**config.mk**
```make
export PLATFORM = sky130hd
export DESIGN_NAME = two_class_priority_queue_core
export DESIGN_NICKNAME = d
export VERILOG_FILES = /design/src/sv/tcpq_pkg.sv /design/src/sv/tcpq_ctrl.sv /design/src/sv/tcpq_datapath.sv /design/src/sv/two_class_priority_queue_core.sv
export SDC_FILE = /design/constraint.sdc
export NUM_CORES = 2
export LEC_CHECK = 0
export ABC_CLOCK_PERIOD_IN_PS = 12030
export BUFFER_PORTS_ARGS = -buffer_cell sky130_fd_sc_hd__buf_2
export CORE_UTILIZATION = 65
export DETAILED_ROUTE_END_ITERATION = 10
export PLACE_DENSITY = 0.82
export SLEW_MARGIN = 20
export SYNTH_ARGS = -nofsm -noshare
export SYNTH_HDL_FRONTEND = slang
export SYNTH_SLANG_ARGS = --single-unit
```
**constraint.sdc**
```tcl
create_clock -name clock -period 12.03 [get_ports clock]
set_input_delay 0.6015 -clock clock [delete_from_list [all_inputs] [get_ports clock]]
set_output_delay 0.6015 -clock clock [all_outputs]
set_load 0.01 [all_outputs]
```
**src/sv/tcpq_pkg.sv**
```systemverilog
// Shared types and constants for the two-class priority queue.
// No dependencies; imported by every module of the block.
`default_nettype none

package tcpq_pkg;

   localparam int DEPTH      = 16;
   localparam int DATA_WIDTH = 64;
   localparam int PTR_W      = $clog2(DEPTH);
   localparam int CNT_W      = $clog2(DEPTH + 1);
   localparam int OCC_W      = 5;

   // request codes (code 3 also dequeues)
   localparam logic [1:0] REQ_NORMAL      = 2'd0;
   localparam logic [1:0] REQ_URGENT      = 2'd1;
   localparam logic [1:0] REQ_DEQUEUE     = 2'd2;
   localparam logic [1:0] REQ_DEQUEUE_ALT = 2'd3;

   // response status codes
   localparam logic [1:0] ST_ENQUEUED = 2'd0;
   localparam logic [1:0] ST_DATA     = 2'd1;
   localparam logic [1:0] ST_EMPTY    = 2'd2;
   localparam logic [1:0] ST_FULL     = 2'd3;

   typedef struct packed {
      logic [1:0]  req_type;
      logic [63:0] item_data;
   } req_word_type;

   typedef struct packed {
      logic [63:0]      out_data;
      logic [1:0]       status;
      logic [OCC_W-1:0] occupancy;
   } rsp_word_type;

   typedef struct packed {
      logic load;   // capture request word
      logic exec;   // perform ring update and memory access
   } ctl_cmd_type;

endpackage

`default_nettype wire

```
**src/sv/tcpq_ctrl.sv**
```systemverilog
// Sequencer for the priority queue: one request at a time through
// capture, execute and respond. Depends on tcpq_pkg.
`default_nettype none

module tcpq_ctrl
   import tcpq_pkg::*;
(
   input  wire logic  clock,
   input  wire logic  reset,
   input  wire logic  req_valid,
   output logic       req_ready,
   output logic       rsp_valid,
   input  wire logic  rsp_ready,
   output ctl_cmd_type cmd
);

   typedef enum logic [2:0] {
      S_IDLE = 3'b001,
      S_EXEC = 3'b010,
      S_RESP = 3'b100
   } state_type;

   state_type state_ff, state_in;

   always_comb begin
      state_in = state_ff;
      case (state_ff)
         S_IDLE: begin
            if (req_valid) state_in = S_EXEC;
         end
         S_EXEC: begin
            state_in = S_RESP;
         end
         S_RESP: begin
            if (rsp_ready) state_in = S_IDLE;
         end
         default: begin
            state_in = S_IDLE;
         end
      endcase
   end

   always_ff @(posedge clock) begin
      if (reset) begin
         state_ff <= S_IDLE;
      end else begin
         state_ff <= state_in;
      end
   end

   assign req_ready = (state_ff == S_IDLE);
   assign rsp_valid = (state_ff == S_RESP);
   assign cmd.load  = req_valid && (state_ff == S_IDLE);
   assign cmd.exec  = (state_ff == S_EXEC);

endmodule

`default_nettype wire

```
**src/sv/tcpq_datapath.sv**
```systemverilog
// Datapath: request register, urgent and normal rings with their pointers
// and counts, registered memory reads and the response word. Uses tcpq_pkg.
`default_nettype none

module tcpq_datapath
   import tcpq_pkg::*;
(
   input  wire logic         clock,
   input  wire logic         reset,
   input  wire ctl_cmd_type  cmd,
   input  wire req_word_type req_word,
   output rsp_word_type      rsp_word
);

   req_word_type req_ff;

   logic [DATA_WIDTH-1:0] urg_mem [DEPTH];
   logic [DATA_WIDTH-1:0] nrm_mem [DEPTH];

   logic [PTR_W-1:0] urg_head_ff, urg_head_in, urg_tail_ff, urg_tail_in;
   logic [PTR_W-1:0] nrm_head_ff, nrm_head_in, nrm_tail_ff, nrm_tail_in;
   logic [CNT_W-1:0] urg_cnt_ff, urg_cnt_in, nrm_cnt_ff, nrm_cnt_in;

   logic [DATA_WIDTH-1:0] urg_rd_ff, nrm_rd_ff;
   logic                  sel_urg_ff;
   logic [1:0]            status_ff, status_in;
   logic [OCC_W-1:0]      occ_ff;

   logic             is_deq, is_full;
   logic             deq_urg, deq_nrm, enq_urg, enq_nrm;
   logic [CNT_W:0]   total_now, total_next;

   function automatic logic [PTR_W-1:0] ring_next(input logic [PTR_W-1:0] pos);
      ring_next = (pos == PTR_W'(DEPTH - 1)) ? '0 : pos + 1'b1;
   endfunction

   always_ff @(posedge clock) begin
      if (cmd.load) req_ff <= req_word;
   end

   assign is_deq = (req_ff.req_type == REQ_DEQUEUE) ||
                   (req_ff.req_type == REQ_DEQUEUE_ALT);
   assign total_now = {1'b0, urg_cnt_ff} + {1'b0, nrm_cnt_ff};
   assign is_full   = (total_now >= (CNT_W + 1)'(DEPTH));

   assign deq_urg = is_deq && (urg_cnt_ff != '0);
   assign deq_nrm = is_deq && (urg_cnt_ff == '0) && (nrm_cnt_ff != '0);
   assign enq_urg = !is_deq && !is_full && (req_ff.req_type == REQ_URGENT);
   assign enq_nrm = !is_deq && !is_full && (req_ff.req_type == REQ_NORMAL);

   always_comb begin
      urg_head_in = urg_head_ff;
      urg_tail_in = urg_tail_ff;
      urg_cnt_in  = urg_cnt_ff;
      nrm_head_in = nrm_head_ff;
      nrm_tail_in = nrm_tail_ff;
      nrm_cnt_in  = nrm_cnt_ff;
      if (deq_urg) begin
         urg_head_in = ring_next(urg_head_ff);
         urg_cnt_in  = urg_cnt_ff - 1'b1;
      end
      if (deq_nrm) begin
         nrm_head_in = ring_next(nrm_head_ff);
         nrm_cnt_in  = nrm_cnt_ff - 1'b1;
      end
      if (enq_urg) begin
         urg_tail_in = ring_next(urg_tail_ff);
         urg_cnt_in  = urg_cnt_ff + 1'b1;
      end
      if (enq_nrm) begin
         nrm_tail_in = ring_next(nrm_tail_ff);
         nrm_cnt_in  = nrm_cnt_ff + 1'b1;
      end
      if (is_deq) begin
         status_in = (deq_urg || deq_nrm) ? ST_DATA : ST_EMPTY;
      end else begin
         status_in = is_full ? ST_FULL : ST_ENQUEUED;
      end
   end

   assign total_next = {1'b0, urg_cnt_in} + {1'b0, nrm_cnt_in};

   always_ff @(posedge clock) begin
      if (reset) begin
         urg_head_ff <= '0;
         urg_tail_ff <= '0;
         urg_cnt_ff  <= '0;
         nrm_head_ff <= '0;
         nrm_tail_ff <= '0;
         nrm_cnt_ff  <= '0;
      end else if (cmd.exec) begin
         urg_head_ff <= urg_head_in;
         urg_tail_ff <= urg_tail_in;
         urg_cnt_ff  <= urg_cnt_in;
         nrm_head_ff <= nrm_head_in;
         nrm_tail_ff <= nrm_tail_in;
         nrm_cnt_ff  <= nrm_cnt_in;
      end
   end

   // ring memories: one write, one registered read each
   always_ff @(posedge clock) begin
      if (cmd.exec && enq_urg) urg_mem[urg_tail_ff] <= req_ff.item_data[DATA_WIDTH-1:0];
      if (cmd.exec && deq_urg) urg_rd_ff <= urg_mem[urg_head_ff];
   end

   always_ff @(posedge clock) begin
      if (cmd.exec && enq_nrm) nrm_mem[nrm_tail_ff] <= req_ff.item_data[DATA_WIDTH-1:0];
      if (cmd.exec && deq_nrm) nrm_rd_ff <= nrm_mem[nrm_head_ff];
   end

   always_ff @(posedge clock) begin
      if (cmd.exec) begin
         sel_urg_ff <= deq_urg;
         status_ff  <= status_in;
         occ_ff     <= OCC_W'(total_next);
      end
   end

   always_comb begin
      rsp_word.out_data = '0;
      if (status_ff == ST_DATA) begin
         rsp_word.out_data = 64'(sel_urg_ff ? urg_rd_ff : nrm_rd_ff);
      end
      rsp_word.status    = status_ff;
      rsp_word.occupancy = occ_ff;
   end

endmodule

`default_nettype wire

```
**src/sv/two_class_priority_queue_core.sv**
```systemverilog
// Two-class priority queue, top level.
// Channels: req_ (request word: req_type, item_data) and rsp_ (response
// word: out_data, status, occupancy), both valid/ready; a word moves when
// valid and ready are high at a rising clock edge.
// req_type 0 appends a normal word, 1 appends a priority word behind all
// priority words held and ahead of every normal one, 2 or 3 dequeues the
// front word. status: 0 enqueued, 1 data valid, 2 empty, 3 full; out_data
// is zero unless status is 1. occupancy is the count held after the request.
// Timing: the request is captured in S_IDLE, the rings update in S_EXEC, and
// rsp_valid is high in S_RESP until the response is taken.
// The three-state sequencer handles one request at a time (capture, ring
// update with registered memory read, respond); a new request is not taken
// until the response to the last one has been taken.
// Reset (synchronous, active high) empties both rings at once; no clearing
// pass. While rsp_ready is low the response word holds and req_ready stays
// low until it is taken.
// Depends on tcpq_pkg, tcpq_ctrl, tcpq_datapath.
`default_nettype none

module two_class_priority_queue_core
   import tcpq_pkg::*;
(
   input  wire logic         clock,
   input  wire logic         reset,
   input  wire logic         req_valid,
   output logic              req_ready,
   input  wire req_word_type req_word,
   output logic              rsp_valid,
   input  wire logic         rsp_ready,
   output rsp_word_type      rsp_word
);

   ctl_cmd_type cmd;

   tcpq_ctrl u_ctrl (
      .clock     (clock),
      .reset     (reset),
      .req_valid (req_valid),
      .req_ready (req_ready),
      .rsp_valid (rsp_valid),
      .rsp_ready (rsp_ready),
      .cmd       (cmd)
   );

   tcpq_datapath u_datapath (
      .clock    (clock),
      .reset    (reset),
      .cmd      (cmd),
      .req_word (req_word),
      .rsp_word (rsp_word)
   );

endmodule

`default_nettype wire
```
# Yosys cells after proc, flatten, opt, wreduce, memory -nomap -nowiden
# Memory sizes are Yosys's and may differ from the RTL's. A register that Yosys moved wholly into a read port is not among the register bits.
# Index checks and enable logic that the tools add are counted.
[totals]
word_cells = 82
reg_bits = 103
in_bits = 70
mem_count = 2
output_inout_bits = 73
mem_bits_rw = 2048
[op_classes]
magnitude_cmp = 1
eq_ne = 13
n_addsub = 10
reduce_logical = 24
mux = 20
[mem_list]
columns = ["memory", "depth", "width", "read_ports", "rd_ports_with_merged_regs", "wr", "line_no", "rtl"]
rows = [
  ["u_datapath.nrm_mem", 16, 64, 1, 1, 1, "tcpq_datapath.sv:18", "logic [DATA_WIDTH-1:0] nrm_mem [DEPTH];"],
  ["u_datapath.urg_mem", 16, 64, 1, 1, 1, "tcpq_datapath.sv:17", "logic [DATA_WIDTH-1:0] urg_mem [DEPTH];"],
]
[ops]
columns = ["op", "n"]
rows = [
  ["two-way mux 64 bit", 2],
  ["two-way mux 5 bit", 4],
  ["adder 4 x 1 -> 4 bit (second input constant)", 4],
  ["== test 4 bit (second input constant)", 4],
  ["two-way mux 4 bit", 4],
  ["logical AND 1 bit", 11],
  ["adder 5 x 1 -> 5 bit (second input constant)", 2],
  ["AND reduction 2 bit", 5],
  ["nonzero test 5 bit", 2],
  ["subtractor 5 x 1 -> 5 bit (second input constant)", 2],
  ["case mux 3 bit (3 select lines)", 1],
  ["adder 5 x 5 -> 6 bit", 1],
  [">= comparator 6 x 5 -> 1 bit (second input constant)", 1],
  ["two-way mux 2 bit", 3],
  ["two-way mux 3 bit", 2],
  ["adder 5 bit", 1],
  ["logical NOT 5 bit", 1],
  ["== test 2 x 1 -> 1 bit (second input constant)", 2],
  ["== test 2 bit (second input constant)", 2],
  ["two-way mux 1 bit", 4],
  ["== test 3 x 1 -> 1 bit (second input constant)", 1],
  ["== test 3 x 2 -> 1 bit (second input constant)", 1],
  ["== test 3 bit (second input constant)", 1],
  ["logical NOT 1 bit", 2],
  ["4 further kinds", 5],
]

# Longest topological paths before layout
[depth]
ltp_word = 8
mapped_depth = 12
mapped_depth_nobuf = 12

# By module
# Synthesis repeated with hierarchy kept, for this count alone.
[hier_totals]
cells_unflattened = 3512
hier_area_um2 = 86244.0
[by_module_without_submodules]
columns = ["mod", "seq_area_each_um2", "area_per_inst_um2", "n_inst", "cells_per_inst"]
rows = [
  ["tcpq_datapath", 68085.3, 86088.8, 1, 3496],
  ["tcpq_ctrl", 60.1, 155.1, 1, 16],
]

# Worst setup path after synthesis
# Ideal clock, no wire load.
[synth_timing]
kind = "reg-to-reg"
startpoint = "reg u_datapath.urg_cnt_ff[4]"
endpoint = "mem u_datapath.nrm_mem[3][0], enable pin"
stages_incl_launch_ff = 6
required_time_ps = 11466
period_less_slack_ps = 6896
setup_slack_ps = 5134
setup_ps = 564
arrival_time_ps = 6331
n_path_buf = 0
cell_sequence = "dfxtp_1 > ha_1 > or4_4 > nor4_2 > nand2_1 > nor3_1"
[synth_via]
elab_chain_cells = 8
[synth_rtl]
columns = ["element", "line_no", "rtl"]
rows = [
  ["start: declaration", "tcpq_datapath.sv:22", "logic [CNT_W-1:0] urg_cnt_ff, urg_cnt_in, nrm_cnt_ff, nrm_cnt_in;"],
  ["start signal: assignment", "tcpq_datapath.sv:94", "urg_cnt_ff <= urg_cnt_in;"],
  ["adder 5 x 5 -> 6 bit", "tcpq_datapath.sv:43", "assign total_now = {1'b0, urg_cnt_ff} + {1'b0, nrm_cnt_ff};"],
  [">= comparator 6 x 5 -> 1 bit", "tcpq_datapath.sv:44", "assign is_full = (total_now >= (CNT_W + 1)'(DEPTH));"],
  ["logical NOT 1 bit", "tcpq_datapath.sv:49", "assign enq_nrm = !is_deq && !is_full && (req_ff.req_type == REQ_NORMAL);"],
  ["logical AND 1 bit (2 in a row)", "tcpq_datapath.sv:49", ""],
  ["logical AND 1 bit", "tcpq_datapath.sv:108", "if (cmd.exec && enq_nrm) nrm_mem[nrm_tail_ff] <= req_ff.item_data[DATA_WIDTH-1:0];"],
  ["two-way mux 1 bit", "tcpq_datapath.sv:108", ""],
  ["two-way mux 1 bit (not written as such)", "tcpq_datapath.sv:108", ""],
  ["end: declaration", "tcpq_datapath.sv:18", ""],
]
# Every way passes these cells.

# Worst setup path after layout
[layout_timing]
startpoint = "reg u_datapath.urg_cnt_ff[2]"
endpoint = "mem u_datapath.nrm_mem[15][23], enable pin"
# The elaborated chain is that of the path after synthesis.

==> metrics.md <==
| Metric | Value |
|---|---|
| Initial Utilization | `65.89%` |
| Die ar. | `133400 um^2` |
| DRT iter0 DRCs | `7278` |
| CTS Sinks | `2279` |
| Routed len/inst | `40.38 um` |
| RSZ-0062 raised after global routing | `no` |
| Tot Pwr | `15610 uW` |
| PD cells | `162.1 nW/um^2` |
| Skew final | `0.03018 ns` |
| First-pass GRT wire length | `322000 um` |
| Least-Margin Pin Slew | `1.261 ns` |
| Synth cell types | `53` |
| CP max FO | `31` |
| Row cnt | `132` |
| DIE WIDTH | `365.2 um` |
| DR pass1 iterations | `8` |
| Half-perimeter wire length after detailed placement | `106800 um` |
| Final Hold Fails | `0` |
| Post-synthesis sequential area ratio | `79.47%` |
| Status | `finished, final reports clean` |
| Final Critical Period | `4.757 ns` |
| Simple-gate share of the synthesized area | `1.087%` |
| Setup TNS | `0 ns` |
| DRT antenna net count | `0` |
| Leak Pwr | `0.02948 uW` |
| Vias | `42220` |
| Worst-path clk slew | `0.06 ns` |
| Total gr overflow | `0` |
| DRC | `0` |
| Adder-Cell Fraction of Synth Area | `0.3589%` |
| Leading area contributor after synthesis | `edfxtp_1` |
| Largest family of logic cells by synthesized area | `multiplexers` |
| Hold path depth | `1` |
| Final Cycle Share | `39.54%` |
| #FFs+latches synth | `2279` |
| Die height | `365.2 um` |
| Element type at the critical path start | `flip-flop` |
| Area growth, synth to finish | `12.32%` |
| Initial antenna violation count | `8` |
| CTS Buffer Depth | `3` |
| # IOs | `143` |
| Yosys warns | `0` |
| Yosys top cell area share | `78.79%` |
| Peak supply drop | `0.0001696 V` |
| FMAX | `210.2 MHz` |
| Most frequent cells in the layout | `2250 x edfxtp_1, 640 x mux4_2, 211 x clkbuf_16` |
| Core ar. | `130100 um^2` |
| Crit path capture type | `flip-flop` |
| Syn_nets | `3573` |
| WL final | `231100 um` |
| Synth Flop Type | `edfxtp_1` |
| Worst R2R Start | `u_datapath.urg_cnt_ff[2]` |
| GPL Wtd Cong | `0.7850` |
| Hold Crit Start | `req_word[14]` |
| Largest net degree at the start of global routing | `154` |
| Synthesized instance count | `3479` |
| Top post-synthesis cells by area | `edfxtp_1 79%, mux4_2 17%, mux2i_1 0.77%` |
| Syn_area_per_cell | `24.65 um^2` |
| Depth of the CTS H-tree | `4` |
| Port bufs | `142` |
| DR vias/cell | `7.377` |
| CP required | `12.47 ns` |
| Reg-to-reg critical path endpoint | `u_datapath.nrm_mem[15][23]` |
| Max cap viols | `0` |
| Post-CTS Resized | `0` |
| Hold_buf cts | `64` |
| Root Driver | `clkbuf_16` |
| Number of global-route vias before repair | `43360` |
| Clock Latency Late Sink | `0.83 ns` |
| Tot GR Track Use | `35.37%` |
| Setup Crit Path Kind | `reg2reg` |
| Slew headroom | `15.94%` |
| Register-to-Register Setup Slack | `7.27 ns` |
| Synthesized-area fraction occupied by xor and xnor cells | `0.2116%` |
| CTS tree | `built` |
| Hold endpoint | `u_datapath.req_ff[14]` |
| Worst min path class | `in2reg` |
| Post-synthesis cell area | `85750 um^2` |
| Final slew viol count | `0` |
| Num CTS Buffers | `208` |
| Worst EP arrival | `5.20 ns` |
| Number of enable flip-flop cells after synthesis | `2250` |
| Final net count | `3903` |
| Setup Viol. Count Final | `0` |
| Most common cell after layout, fill and taps aside | `edfxtp_1` |
| Complex-gate fraction of the synthesized area | `0.4377%` |
| Worst R2R Path Depth | `9` |
| FFs w/ async S/R, synth | `0%` |
| Setup bufs post-CTS | `0` |
| Mux cell area share after synthesis | `17.58%` |
| Share of cells above drive strength 1 | `30.67%` |
==> report_power, final <==
part / total (uW) / internal [uW] / switching, uW
clock network: 6610 / 3620 / 2990
registers: 8890 / 8770 / 127
logic: 106 / 43.8 / 61.9
==> cell families (layout without fill, tap and decap cells) <==
group / count (synthesis) / after routing
other: 0 / 3
AOI/OAI and AO/OA: 58 / 58
buffers and inverters: 188 / 687
DFF: 2279 / 2279
xor gates and xnor gates: 19 / 19
and+or+nand+nor: 205 / 205
muxes: 706 / 706
adders and majority gates: 24 / 24
==> area by class of cell <==
type                       count  area (um^2)
sequential                  2279        68180
fill                        6514        33830
multi-input combinational   1012        17120
clock buffer                 247         5455
tap                         1742         2180
timing repair buffer         294         2153
clock inverter               132         1174
inverter                      14        52.55
antenna                        3        7.507
==> cell usage after synthesis, types with 13 or more instances <==
cell	instances
edfxtp_1	2250
mux4_2	640
nor2_1	118
clkbuf_1	108
mux2i_1	66
buf_1	48
dfxtp_1	29
nand2_1	28
ha_1	23
a21oi_1	20
buf_2	17
inv_1	14
nor3_1	13
==> state kept, by name, indices dropped and copies added (netlist names), 5 cells and up <==
| register | count |
|---|---|
| u_datapath.nrm_mem | 1024 |
| u_datapath.urg_mem | 1024 |
| u_datapath.req_ff | 66 |
| u_datapath.nrm_rd_ff | 64 |
| u_datapath.urg_rd_ff | 64 |
| u_datapath.nrm_cnt_ff | 5 |
| u_datapath.occ_ff | 5 |
| u_datapath.urg_cnt_ff | 5 |
==> layer usage <==
metal	routed length (um)	GRT usage [%]
met4	12620	17.23
met5	105	0
met2	116800	58.06
met3	25170	7.361
met1	76360	45.87
==> worst max-delay path by stage <==
stage                                  to  depth (start not counted)                     start
2_1_floorplan    u_datapath.nrm_mem[3][0]                          5  u_datapath.urg_cnt_ff[4]
3_3_place_gp   u_datapath.nrm_mem[15][17]                          9  u_datapath.nrm_cnt_ff[2]
3_5_place_dp   u_datapath.nrm_mem[15][17]                          9  u_datapath.urg_cnt_ff[2]
4_1_cts        u_datapath.nrm_mem[15][24]                          9  u_datapath.urg_cnt_ff[2]
5_1_grt        u_datapath.nrm_mem[15][23]                          9  u_datapath.urg_cnt_ff[2]
6_report       u_datapath.nrm_mem[15][23]                          9  u_datapath.urg_cnt_ff[2]
==> worst max-delay path, cell delays in order (launching register included) <==
cell and delay, ns:
dfxtp_1 0.46, ha_1 0.31, and4_1 0.22, o21a_1 0.29
nor4_2 0.42, buf_4 0.27, nand2_1 0.31, nor2_4 0.77
buf_4 0.53, buf_4 0.72
==> metrics by stage <==
step / util [%] / setup WS, ns / instance area (um^2) / cells / hold WS [ns]
final: 74.01 / 7.273 / 96310 / 5723 / 0.04928
after global routing: 74.00 / 7.245 / 96310 / 5720 / 0.03904
after detailed placement: 68.29 / 7.513 / 88870 / 5267 / 0.5591
after floorplan: - / 5.134 / 85750 / 3479 / 0.4955
after global placement: 68.27 / 7.579 / 88850 / 5266 / 0.5229
after CTS: 73.87 / 7.343 / 96140 / 5710 / 0.01696
Note: power is estimated with default switching activity, not from simulation.
